<file path="src/rtl/cesu_pkg.sv">
// ----------------------------------------------------------------------------
// CESU-8 fixer package
// Shared constants and the command type passed from the front end to the
// byte emitter.
// ----------------------------------------------------------------------------
package cesu_pkg;

    localparam int BYTE_W      = 8;
    localparam int HOLD_DEPTH  = 5;
    localparam int CNT_W       = 3;
    localparam int QUEUE_DEPTH = 4;
    localparam int QPTR_W      = $clog2(QUEUE_DEPTH);
    localparam int QCNT_W      = $clog2(QUEUE_DEPTH + 1);

    localparam logic [7:0] PAIR_LEAD   = 8'hED;
    localparam logic [7:0] PAIR_SECOND = 8'hA0;
    localparam logic [7:0] HIGH_NIBBLE = 8'hF0;
    localparam logic [7:0] LOW_NIBBLE  = 8'h0F;
    localparam logic [7:0] LOW_SIX     = 8'h3F;
    localparam logic [7:0] UTF8_LEAD4  = 8'hF0;
    localparam logic [7:0] UTF8_CONT   = 8'h80;
    localparam logic [20:0] PLANE_BASE = 21'h10000;

    // One front-end decision: up to five bytes to emit, in order.
    typedef struct packed {
        logic                                 last;
        logic [CNT_W-1:0]                     cnt;
        logic [HOLD_DEPTH-1:0][BYTE_W-1:0]    data;
    } cesu_cmd_t;

endpackage

</file>
<file path="src/rtl/cesu_front.sv">
// ----------------------------------------------------------------------------
// CESU-8 fixer front end
// Accepts input beats, tracks a candidate surrogate pair and issues one
// command per beat that has bytes to emit.
// ----------------------------------------------------------------------------
module cesu_front
(
    input  logic                      clk,
    input  logic                      rst_n,
    input  logic                      in_valid,
    output logic                      in_ready,
    input  logic [7:0]                in_byte,
    input  logic                      in_last,
    input  logic                      q_full,
    output logic                      push,
    output cesu_pkg::cesu_cmd_t       cmd
);

    logic [cesu_pkg::CNT_W-1:0]  count_reg;
    logic [cesu_pkg::CNT_W-1:0]  count_next;
    logic [7:0]                  held_reg [cesu_pkg::HOLD_DEPTH];
    logic                        hold_en;
    logic [cesu_pkg::CNT_W-1:0]  hold_idx;
    logic                        accept;
    logic [9:0]                  high10;
    logic [9:0]                  low10;
    logic [20:0]                 cp;

    assign in_ready = !q_full;
    assign accept   = in_valid && !q_full;
    assign push     = accept && (cmd.cnt != '0);

    assign high10 = {held_reg[1][3:0], held_reg[2][5:0]};
    assign low10  = {held_reg[4][3:0], in_byte[5:0]};
    assign cp     = cesu_pkg::PLANE_BASE + {1'b0, high10, low10};

    always_comb
    begin
        cmd.last   = in_last;
        cmd.cnt    = '0;
        cmd.data   = '0;
        hold_en    = 1'b0;
        hold_idx   = '0;
        count_next = count_reg;
        if (count_reg >= cesu_pkg::CNT_W'(cesu_pkg::HOLD_DEPTH))
        begin
            // Sixth byte of a pair: emit the four-byte UTF-8 form.
            cmd.data[0] = cesu_pkg::UTF8_LEAD4 | {5'b0, cp[20:18]};
            cmd.data[1] = cesu_pkg::UTF8_CONT | ({2'b0, cp[17:12]} & cesu_pkg::LOW_SIX);
            cmd.data[2] = cesu_pkg::UTF8_CONT | ({2'b0, cp[11:6]} & cesu_pkg::LOW_SIX);
            cmd.data[3] = cesu_pkg::UTF8_CONT | ({2'b0, cp[5:0]} & cesu_pkg::LOW_SIX);
            cmd.cnt     = 3'd4;
            count_next  = '0;
        end
        else if (count_reg >= 3'd2)
        begin
            hold_en  = 1'b1;
            hold_idx = count_reg;
            if (in_last)
            begin
                for (int i = 0; i < cesu_pkg::HOLD_DEPTH; i++)
                begin
                    cmd.data[i] = (3'(i) < count_reg) ? held_reg[i] : in_byte;
                end
                cmd.cnt    = count_reg + 3'd1;
                count_next = '0;
            end
            else
            begin
                count_next = count_reg + 3'd1;
            end
        end
        else if (count_reg == 3'd1 &&
                 (in_byte & cesu_pkg::HIGH_NIBBLE) == cesu_pkg::PAIR_SECOND)
        begin
            hold_en  = 1'b1;
            hold_idx = 3'd1;
            if (in_last)
            begin
                cmd.data[0] = held_reg[0];
                cmd.data[1] = in_byte;
                cmd.cnt     = 3'd2;
                count_next  = '0;
            end
            else
            begin
                count_next = 3'd2;
            end
        end
        else
        begin
            // A broken pair start releases the held lead byte first, then the
            // new byte is judged as if nothing were held.
            if (in_byte == cesu_pkg::PAIR_LEAD && !in_last)
            begin
                hold_en    = 1'b1;
                hold_idx   = '0;
                count_next = 3'd1;
                if (count_reg == 3'd1)
                begin
                    cmd.data[0] = held_reg[0];
                    cmd.cnt     = 3'd1;
                end
            end
            else
            begin
                count_next = '0;
                if (count_reg == 3'd1)
                begin
                    cmd.data[0] = held_reg[0];
                    cmd.data[1] = in_byte;
                    cmd.cnt     = 3'd2;
                end
                else
                begin
                    cmd.data[0] = in_byte;
                    cmd.cnt     = 3'd1;
                end
            end
        end
    end

    always_ff @(posedge clk or negedge rst_n)
    begin
        if (!rst_n)
        begin
            count_reg <= '0;
        end
        else if (accept)
        begin
            count_reg <= count_next;
        end
    end

    always_ff @(posedge clk)
    begin
        for (int i = 0; i < cesu_pkg::HOLD_DEPTH; i++)
        begin
            if (accept && hold_en && hold_idx == 3'(i))
            begin
                held_reg[i] <= in_byte;
            end
        end
    end

endmodule

</file>
<file path="src/rtl/cesu_queue.sv">
// ----------------------------------------------------------------------------
// CESU-8 fixer command queue
// Small FIFO that decouples the front end from the byte emitter.
// ----------------------------------------------------------------------------
module cesu_queue
(
    input  logic                      clk,
    input  logic                      rst_n,
    input  logic                      push,
    input  cesu_pkg::cesu_cmd_t       push_cmd,
    output logic                      full,
    input  logic                      pop,
    output logic                      empty,
    output cesu_pkg::cesu_cmd_t       head
);

    cesu_pkg::cesu_cmd_t          fifo_mem_reg [cesu_pkg::QUEUE_DEPTH];
    logic [cesu_pkg::QPTR_W-1:0]  wr_ptr_reg;
    logic [cesu_pkg::QPTR_W-1:0]  rd_ptr_reg;
    logic [cesu_pkg::QCNT_W-1:0]  fill_reg;
    logic [cesu_pkg::QCNT_W-1:0]  fill_next;

    assign full  = (fill_reg == cesu_pkg::QCNT_W'(cesu_pkg::QUEUE_DEPTH));
    assign empty = (fill_reg == '0);
    assign head  = fifo_mem_reg[rd_ptr_reg];

    always_comb
    begin
        fill_next = fill_reg;
        if (push && !pop)
        begin
            fill_next = fill_reg + 1'b1;
        end
        else if (pop && !push)
        begin
            fill_next = fill_reg - 1'b1;
        end
    end

    always_ff @(posedge clk or negedge rst_n)
    begin
        if (!rst_n)
        begin
            wr_ptr_reg <= '0;
            rd_ptr_reg <= '0;
            fill_reg   <= '0;
        end
        else
        begin
            fill_reg <= fill_next;
            if (push)
            begin
                wr_ptr_reg <= wr_ptr_reg + 1'b1;
            end
            if (pop)
            begin
                rd_ptr_reg <= rd_ptr_reg + 1'b1;
            end
        end
    end

    always_ff @(posedge clk)
    begin
        if (push)
        begin
            fifo_mem_reg[wr_ptr_reg] <= push_cmd;
        end
    end

endmodule

</file>
<file path="src/rtl/cesu_back.sv">
// ----------------------------------------------------------------------------
// CESU-8 fixer byte emitter
// Walks the bytes of the command at the queue head, one output beat each.
// ----------------------------------------------------------------------------
module cesu_back
(
    input  logic                      clk,
    input  logic                      rst_n,
    input  logic                      empty,
    input  cesu_pkg::cesu_cmd_t       head,
    output logic                      pop,
    output logic                      out_valid,
    input  logic                      out_ready,
    output logic [7:0]                out_byte,
    output logic                      out_last
);

    logic [cesu_pkg::CNT_W-1:0]  idx_reg;
    logic                        final_byte;
    logic                        take;

    assign out_valid  = !empty;
    assign take       = out_valid && out_ready;
    assign final_byte = (idx_reg + 3'd1) == head.cnt;
    assign out_byte   = head.data[idx_reg];
    assign out_last   = head.last && final_byte;
    assign pop        = take && final_byte;

    always_ff @(posedge clk or negedge rst_n)
    begin
        if (!rst_n)
        begin
            idx_reg <= '0;
        end
        else if (take)
        begin
            idx_reg <= final_byte ? '0 : idx_reg + 3'd1;
        end
    end

endmodule

</file>
<file path="src/rtl/cesu8_to_utf8_surrogate_fixer.sv">
// A byte that passes through is registered in the command queue before it reaches the output.
// Throughput: one input beat per cycle and, while the receiver is ready, one output beat per cycle;
// a pair flushed at end of stream gives up to five output bytes, absorbed by a four-entry queue.
// Input stalls only when that queue between front end and emitter is full.
// Reset (rst_n low, asynchronous) empties the queue and drops any held pair bytes.
// ----------------------------------------------------------------------------
// CESU-8 to UTF-8 surrogate fixer
// Rewrites six-byte CESU-8 surrogate pairs as four-byte UTF-8 sequences.
// ----------------------------------------------------------------------------
module cesu8_to_utf8_surrogate_fixer
(
    input  logic        clk,
    input  logic        rst_n,
    input  logic        s_axis_tvalid,
    output logic        s_axis_tready,
    input  logic [7:0]  s_axis_tdata,   // [7:0] in_byte
    input  logic        s_axis_tlast,
    output logic        m_axis_tvalid,
    input  logic        m_axis_tready,
    output logic [7:0]  m_axis_tdata,   // [7:0] out_byte
    output logic        m_axis_tlast
);

    cesu_pkg::cesu_cmd_t  push_cmd;
    cesu_pkg::cesu_cmd_t  head_cmd;
    logic                 push;
    logic                 pop;
    logic                 q_full;
    logic                 q_empty;

    cesu_front u_front
    (
        .clk      (clk),
        .rst_n    (rst_n),
        .in_valid (s_axis_tvalid),
        .in_ready (s_axis_tready),
        .in_byte  (s_axis_tdata),
        .in_last  (s_axis_tlast),
        .q_full   (q_full),
        .push     (push),
        .cmd      (push_cmd)
    );

    cesu_queue u_queue
    (
        .clk      (clk),
        .rst_n    (rst_n),
        .push     (push),
        .push_cmd (push_cmd),
        .full     (q_full),
        .pop      (pop),
        .empty    (q_empty),
        .head     (head_cmd)
    );

    cesu_back u_back
    (
        .clk       (clk),
        .rst_n     (rst_n),
        .empty     (q_empty),
        .head      (head_cmd),
        .pop       (pop),
        .out_valid (m_axis_tvalid),
        .out_ready (m_axis_tready),
        .out_byte  (m_axis_tdata),
        .out_last  (m_axis_tlast)
    );

endmodule

</file>
<file path="config.mk">
export PLATFORM = sky130hd
export DESIGN_NAME = cesu8_to_utf8_surrogate_fixer
export DESIGN_NICKNAME = d
export VERILOG_FILES = /design/src/rtl/cesu_pkg.sv /design/src/rtl/cesu_front.sv /design/src/rtl/cesu_queue.sv /design/src/rtl/cesu_back.sv /design/src/rtl/cesu8_to_utf8_surrogate_fixer.sv
export SDC_FILE = /design/constraint.sdc
export NUM_CORES = 1
export LEC_CHECK = 0
export BUFFER_PORTS_ARGS = -buffer_cell sky130_fd_sc_hd__clkbuf_2
export CAP_MARGIN = 20
export CORE_AREA = 3 3 132 134
export CTS_CLUSTER_DIAMETER = 50
export DETAILED_ROUTE_END_ITERATION = 8
export DIE_AREA = 0 0 135 137
export HOLD_SLACK_MARGIN = 0.03
export MAX_ROUTING_LAYER = met4
export PLACE_DENSITY = 0.76
export SETUP_SLACK_MARGIN = 0.3
export SYNTH_ARGS = -nofsm -noshare
export SYNTH_HDL_FRONTEND = slang
export SYNTH_SLANG_ARGS = --single-unit
</file>
<file path="constraint.sdc">
create_clock -name clk -period 5.21 [get_ports clk]
set_input_delay 1.042 -clock clk [delete_from_list [all_inputs] [get_ports clk]]
set_output_delay 1.042 -clock clk [all_outputs]
set_load 0.05 [all_outputs]
</file>
==> results of run 1 <==
==> per-stage QoR <==
stage	util	std cells	worst slack, ps
after floorplan	-	580	1544
after global placement	0.6177	805	1162
after detailed placement	0.6185	807	1098
after CTS	0.6654	850	1016
after global routing	0.6654	850	880.4
final	0.6654	850	1062
==> cell families after synthesis <==
| logic type | Yosys count |
|---|---|
| AO/OA/AOI/OAI | 89 |
| XOR/XNOR | 13 |
| adder cells (fa/ha/maj) | 11 |
| buffers and inverters | 47 |
| flip-flops | 229 |
| multiplexers | 82 |
| AND/OR/NAND/NOR | 109 |
==> layout make-up <==
type                            count  share of cell area
Clock buffer                       25             0.05536
Clock inverter                     18             0.01513
Inverter                           18            0.006189
Multi-Input combinational cell    304              0.2524
Sequential cell                   229              0.6242
Tap cell                          220             0.02521
Timing Repair Buffer               36             0.02155
==> final timing paths <==
kind | to | slack (ps) | depth (start not counted)
hold / removal | u_front.count_reg[1] | 440 | 1
min in group clk | u_queue.fill_reg[2] | 500 | 1
setup reg to reg | u_queue.fill_reg[1] | 1620 | 9
max in group asynchronous | u_queue.rd_ptr_reg[0] | 4470 | 1
setup / recovery | m_axis_tlast | 1060 | 6
hold reg to reg | u_queue.fill_reg[2] | 500 | 1
==> cell usage after synthesis (3+ instances only) <==
library cell and n:
edfxtp_1 216, mux4_2 42, mux2i_1 37, nor2_1 37, nand2_1 32, o21ai_0 25
a21oi_1 24, inv_1 17, clkbuf_1 13, dfrtp_1 13, ha_1 10, xnor2_1 9
buf_2 8, a22o_1 6, nand3_1 6, nor3_1 6, a222oi_1 5, and2_2 4
xor2_1 4, a221oi_1 3, a31oi_1 3, and3_1 3, clkbuf_2 3, nor2b_1 3
o22ai_1 3, or3_1 3
==> where the power goes <==
part,total [W],leakage (nW),switching [W],internal (W)
Sequential,0.00259,2.16,0.000234,0.00235
Clock,0.00163,0.367,0.000684,0.000948
Combinational,0.00171,1.32,0.00101,0.000696
Total,0.00593,3.85,0.00193,0.00400
==> critical path, stage by stage (launching register included) <==
cell and delay, ps:
dfrtp_2 950, mux2i_1 360, xnor2_1 90, or3_1 400
a21oi_1 300, and2_1 210, clkbuf_2 290
==> routing by layer <==
metal,GRT usage,vias up,wire (um)
met4,0.05095,0,354
met3,0.04265,30,1659
met2,0.3482,235,9461
li1,-,2355,-
met5,-,-,0
met1,0.3469,2677,8771
==> impl_metrics.yaml, run 1 <==
critical_path:
  cp_data_required_time_ps: 4170
  cp_max_fo: 34
  worstSetupEndpointType: "output port"
  path_class: "reg2out"
  cp-startpoint: "u_queue.rd_ptr_reg[1]"
  rr_startpoint: "u_front.count_reg[0]"
  start_kind: "register"
  worstPathArrival_ps: 3110
floorplanning:
  pin_count: 24
  chipWidth_um: 135
  core_area_um2: 16410
  die_area_um2: 18500
  die_h_um: 137
  start_util: 0.5956
  core.rowCount: 47
clocking:
  postCtsHoldBufs: 0
  cts-resized-gates: 0
  cts_max_path_buffers: 3
  cts_inserted_buffers: 24
  cts_tree: "yes"
  root_buffer: "clkbuf_16"
  clk_pin_slew_ps: 60
  h-tree-depth: 1
  insertion_delay_ps: 520
  cts_sinks: 229
  post-cts-setup-buffers: 0
logic_synthesis:
  synth-edff-count: 216
  synth_top_family_by_area: "multiplexers"
  netlist_area_um2: 9772
  syn_area_per_cell_um2: 16.85
  synth-simple-area-share: 0.05442
  synth-seq-area-share: 0.6971
  synthMuxAreaShare: 0.1385
  synth_cell_type_count: 61
  synthFlopType: "edfxtp_1"
  synth-compound-area-share: 0.06248
  synth_xor_area_frac: 0.01165
  synth_top_area_cell: "edfxtp_1"
  netlist_instances: 580
  syn_nets: 604
  synthArstFlopShare: 0.05677
  synth_top_area_share: 0.6638
  synth_area_leaders: "edfxtp_1, mux4_2, mux2i_1, dfrtp_1, nor2_1"
  ys_warn_count: 0
  ys_seq_elements: 229
  synth_fa_ha_area_frac: 0.01485
timing:
  maxSlewViolCount: 0
  finalSetupTns_ps: 0
  timing.final.crit_share: 0.7962
  setup_viol: 0
  fin_crit_ps: 4148
  max_freq_mhz: 241.1
  worst_pin_slew_ps: 895.8
  max_slew_margin: 0.3952
  final-hold-violation-count: 0
  holdWs_ps: 438.1
  rsz0062_at_grt: "false"
  fin_skew_ps: 20.06
layout:
  register_area_um2: 6814
  n_fill_cell: 1075
  layout_common_cells: "edfxtp_1, mux4_2, mux2i_1, nor2_1, nand2_1"
  multiInputGateArea_um2: 2755
  nets: 637
  area_delta_synth_final_pct: 11.72
  final_area_um2: 10920
  drive_gt1_frac: 0.2143
  layout_commonest_cell: "edfxtp_1"
  diodes: 0
  largest_register_ffs: 176
global_routing:
  grt_max_degree: 45
  track_usage: 0.2338
  first_global_vias: 5261
  grt_pass1_wl_um: 31600
  overflow: 0
  antenna_found_initial: 0
placed_design:
  placed_area_um2: 10150
  portBuffers: 23
  gp_congestion: 0.9124
  dp_hpwl_um: 13280
routing:
  first_pass_iters: 6
  routedWlPerCell_um: 23.82
  wirelength_um: 20250
  ant_nets: 0
  vias: 5297
  via_per_inst: 6.232
  first_iter_violations: 709
  drc: 0
pwr:
  power.leakage_nw: 3.845
  p_total_w: 0.005931
  irDropWorstVdd_uv: 329.3
  power_density_nw_per_um2: 543.3
flow_run:
  cap_violations: 0
min_path:
  hold_path.class: "in2async"
outcome:
  status: "complete, no violations"
No activity file was read; power rests on OpenSTA's default activity.
==> run 2: changes to the inputs <==
==> constraint.sdc (replaced) <==
create_clock -name clk -period 4.1 [get_ports clk]
set_input_delay 0.82 -clock clk [delete_from_list [all_inputs] [get_ports clk]]
set_output_delay 0.82 -clock clk [all_outputs]
set_load 0.05 [all_outputs]
==> run 2 against run 1 <==
Against the previous run: critical path depth unchanged; clock power is 12% higher; critical endpoint is now m_axis_tdata[4]; register-to-register slack got worse by 1000 ps; highest routed layer unchanged; wire length decreased by 0.61%; final cell count up 1.4%.
==> impl_metrics.yaml, run 2 (same netlist as run 1, synthesis figures left out) <==
clocking:
  cts_inserted_buffers: 23
  cts_tree: "yes"
  cts_max_path_buffers: 3
  h-tree-depth: 1
  root_buffer: "clkbuf_16"
  cts_sinks: 229
  insertion_delay_ps: 500
  clk_pin_slew_ps: 60
layout:
  layout_common_cells: "edfxtp_1, mux4_2, mux2i_1, nor2_1, nand2_1"
  largest_register_ffs: 176
  drive_gt1_frac: 0.2259
  layout_commonest_cell: "edfxtp_1"
  area_delta_synth_final_pct: 11.69
  diodes: 0
  utilization: 0.6652
  nets: 653
  final_cells: 862
placed_design:
  gp_congestion: 0.9554
  dpl.cell_count: 817
  dp_hpwl_um: 13130
  portBuffers: 23
critical_path:
  path_class: "reg2out"
  worstPathArrival_ps: 2750
  rr_startpoint: "u_front.count_reg[1]"
  cp_top_family: "buffers and inverters"
  cpMostUsedCell: "buf_4"
  path_buf_inv: 3
  crit_chain: "buf_4 -> buf_4 -> nor2b_1 -> a21oi_1 -> o21ai_0 -> clkbuf_2"
  reg2regPathDepth: 10
  cp_max_fo: 11
  rrSetupSlack_ps: 610
  worstSetupEndpointType: "output port"
  worstReg2RegEnd: "u_queue.fill_reg[1]"
  cp-startpoint: "u_back.idx_reg[1]"
  start_kind: "register"
  cp_data_required_time_ps: 3280
  crit_path_max_incr_delay_ps: 640
  crit_slowest_cell: "nor2b_1"
global_routing:
  first_global_vias: 5334
  grt_max_degree: 45
  grt_pass1_wl_um: 30970
  met2_usage: 0.3446
  antenna_found_initial: 0
  overflow: 0
  track_usage: 0.2300
  use_met3: 0.02904
  busiest_layer: "met1"
  grt_util_met1: 0.3467
routing:
  vias: 5321
  wirelength_um: 20120
  routedWlPerCell_um: 23.34
  ant_nets: 0
  first_iter_violations: 527
  drc: 0
  first_pass_iters: 8
  via_per_inst: 6.173
outcome:
  status: "complete, no violations"
timing:
  rsz0062_at_grt: "false"
  max_slew_margin: 0.3892
  finalSetupTns_ps: 0
  setup_viol: 0
  maxSlewViolCount: 0
  timing.final.crit_share: 0.8705
  fin_skew_ps: 12.14
  final-hold-violation-count: 0
  max_freq_mhz: 280.2
  fin_crit_ps: 3569
  worst_pin_slew_ps: 908.5
floorplanning:
  die_h_um: 137
  core.rowCount: 47
  core_area_um2: 16410
  pin_count: 24
  start_util: 0.5956
  die_area_um2: 18500
  chipWidth_um: 135
pwr:
  irDropWorstVdd_uv: 632.4
  power_density_nw_per_um2: 673.5
  power.leakage_nw: 3.868
flow_run:
  cap_violations: 0
min_path:
  hold_path.class: "in2async"
run 2: cell types whose count changed in the layout (fill, tap and decap cells not counted), sizes merged:
cell	change
clkinvlp	-1
buf	+17
bufinv	-2
clkbuf	+2
clkinv	-4
run 2: metrics by stage:
stage          area [um2]  hold WS [ps]  setup WS (ps)  power [W]
2_1_floorplan        9772         456.3          655.7   0.004929
3_3_place_gp        10200         476.8          430.3   0.005487
3_5_place_dp        10210         498.4          336.9   0.005557
4_1_cts             10860         216.2          354.5   0.007391
5_1_grt             10910         247.9          402.9   0.007708
6_report            10910         230.6          530.8   0.007351
run 2: final cells by class:
cell class / count / area, um2
multi-input combinational: 304 / 2755
clock inverter: 11 / 55.05
inverter: 18 / 67.56
fill: 1102 / 5493
sequential: 229 / 6820
tap: 220 / 275.3
clock buffer: 27 / 590.6
timing repair buffer: 53 / 350.3
run 2: worst max path at each step:
stage          cells past startpoint             endpoint  slack, ps
2_1_floorplan                     12  u_queue.fill_reg[1]        660
3_3_place_gp                      14  u_queue.fill_reg[2]        430
3_5_place_dp                      14  u_queue.fill_reg[2]        340
4_1_cts                            6         m_axis_tlast        350
5_1_grt                            6         m_axis_tlast        400
6_report                           6      m_axis_tdata[4]        530
run 2: repair_timing:
item	in CTS	in global routing
hold endpoints to repair	0	0
setup buffers	0	7
gates resized for setup	2	1
hold buffers	0	0
setup endpoints to repair	2	2
pin swaps	0	0
run 2: layer usage:
metal  part of all wire  wire length (um)
met1               0.43              8738
met2               0.47              9415
met3              0.080              1614
met4              0.018               354
met5                  0                 0
run 2: report_power, final:
part / internal, W / switching, W
Combinational: 0.000931 / 0.00139
Sequential: 0.00300 / 0.000209
Clock: 0.00102 / 0.000802
Total: 0.00495 / 0.00240
run 2: worst reg2reg max path, cell delays in order, from the launching register on:
cell and delay (ps):
dfrtp_1 540, inv_1 190, ha_1 320, nor3b_2 110, o21ai_2 570, o211ai_2 230, o31a_4 440, ha_1 240
inv_1 90, fa_1 380, mux2_2 270
==> run 3: changes to the inputs <==
--- a/config.mk
+++ b/config.mk
@@ -7,13 +7,12 @@
 export LEC_CHECK = 0
 export BUFFER_PORTS_ARGS = -buffer_cell sky130_fd_sc_hd__clkbuf_2
 export CAP_MARGIN = 20
-export CORE_AREA = 3 3 132 134
+export CORE_AREA = 3 3 185 187
 export CTS_CLUSTER_DIAMETER = 50
 export DETAILED_ROUTE_END_ITERATION = 8
-export DIE_AREA = 0 0 135 137
+export DIE_AREA = 0 0 188 190
 export HOLD_SLACK_MARGIN = 0.03
 export MAX_ROUTING_LAYER = met4
-export PLACE_DENSITY = 0.76
 export SETUP_SLACK_MARGIN = 0.3
 export SYNTH_ARGS = -nofsm -noshare
 export SYNTH_HDL_FRONTEND = slang
==> run 3 against run 2 <==
Against the previous run: sequential cell count is the same; via count shrank 1.8%; core utilization shrank 32 points; combinational power grew 7%; final area grew 3.8%.
==> impl_metrics.yaml, run 3 (same netlist as run 1, synthesis figures left out) <==
outcome:
  status: "complete, no violations"
layout:
  utilization: 0.3474
  layout_commonest_cell: "edfxtp_1"
  area_delta_synth_final_pct: 15.97
  largest_register_ffs: 176
  layout_common_cells: "edfxtp_1, mux4_2, mux2i_1, nor2_1, nand2_1"
  nets: 654
  diodes: 0
  drive_gt1_frac: 0.2322
critical_path:
  worstPathArrival_ps: 2720
  worstSetupEndpointType: "output port"
  cp_max_fo: 11
  start_kind: "register"
  rrSetupSlack_ps: 740
  path_class: "reg2out"
  cp_data_required_time_ps: 3280
min_path:
  hold_path.class: "in2async"
floorplanning:
  pin_count: 24
  die_h_um: 190
  chipWidth_um: 188
  start_util: 0.2996
  die_area_um2: 35720
  core_area_um2: 32620
  core.rowCount: 66
timing:
  worst_pin_slew_ps: 853.9
  max_freq_mhz: 282.5
  fin_crit_ps: 3539
  max_slew_margin: 0.4273
  final-hold-violation-count: 0
  finalSetupTns_ps: 0
  setup_viol: 0
  timing.final.crit_share: 0.8633
  maxSlewViolCount: 0
  holdWs_ps: 221.8
  fin_skew_ps: 9.133
  rsz0062_at_grt: "false"
  finalWorstSetupSlack_ps: 560.6
clocking:
  insertion_delay_ps: 500
  clk_pin_slew_ps: 60
  cts_sinks: 229
  root_buffer: "clkbuf_16"
  postCtsHoldBufs: 0
  cts_inserted_buffers: 23
  cts_max_path_buffers: 3
  cts_tree: "yes"
  h-tree-depth: 1
routing:
  routedWlPerCell_um: 19.36
  wirelength_um: 21060
  drc: 0
  via_per_inst: 4.803
  vias: 5226
  first_iter_violations: 465
  first_pass_iters: 5
  ant_nets: 0
global_routing:
  first_global_vias: 5282
  overflow: 0
  antenna_found_initial: 0
  track_usage: 0.1208
  grt_max_degree: 45
  grt_pass1_wl_um: 32680
pwr:
  irDropWorstVdd_uv: 399.1
  power_density_nw_per_um2: 671.7
  power.leakage_nw: 3.927
  p_total_w: 0.007612
flow_run:
  cap_violations: 0
placed_design:
  gp_congestion: 0.8297
  portBuffers: 23
  place_ws_ps: 413.1
  dp_hpwl_um: 14130
-- run 3: cell count changes in the layout (fill, tap and decap cells not counted), moves of 2 or more --
cell / delta
buf_12: +5
buf_4: -3
bufinv_16: +2
clkinv_1: -2
clkinv_2: +2
-- run 3: worst max-delay path, cell delays in order (launching register included) --
cell      delay [ps]
dfrtp_2          570
mux2i_1          280
xnor2_1           80
or3_1            400
a21oi_1          320
and2_1           260
clkbuf_2         310
-- run 3: repair_timing --
action,CTS,global route
buffers inserted,0,5
endpoints found under the setup margin,3,2
resized for setup,1,0
cloned,0,0
-- run 3: worst paths after layout --
check                                       from  depth (start not counted)                     to
max                        u_queue.rd_ptr_reg[1]                          6           m_axis_tlast
min                                        rst_n                          1  u_queue.rd_ptr_reg[0]
max reg2reg                 u_front.count_reg[1]                         11    u_queue.fill_reg[1]
min reg2reg                  u_queue.fill_reg[2]                          1    u_queue.fill_reg[2]
max in group asynchronous                  rst_n                          1  u_queue.rd_ptr_reg[0]
min in group clk             u_queue.fill_reg[2]                          1    u_queue.fill_reg[2]
-- run 3: power by group --
group          switching (W)  internal, W  total, W
logic                0.00149     0.000993   0.00249
clock network       0.000821      0.00116   0.00198
registers           0.000152      0.00300   0.00315
-- run 3: cell type report --
| class | count | area [um2] |
|---|---|---|
| Sequential cell | 229 | 6817 |
| Multi-Input combinational cell | 304 | 2760 |
| Fill cell | 3086 | 21290 |
| Timing Repair Buffer | 54 | 422.9 |
| Clock buffer | 28 | 594.3 |
| Clock inverter | 13 | 117.6 |
| Tap cell | 442 | 553.0 |
| Inverter | 18 | 67.56 |
-- run 3: through the flow --
step | instance area [um2] | std cells
after CTS | 11270 | 1083
after global routing | 11330 | 1088
after global placement | 10560 | 1042
after detailed placement | 10560 | 1042
final | 11330 | 1088
after floorplan | 9772 | 580
-- run 3: metal layers --
metal  GRT usage  vias up  routed length (um)
met2      0.1908      142               10040
met3     0.01548       20                 933
met1      0.1666     2672                9791
met5           -        -                   0
li1            -     2392                   -
met4     0.03117        0                 302
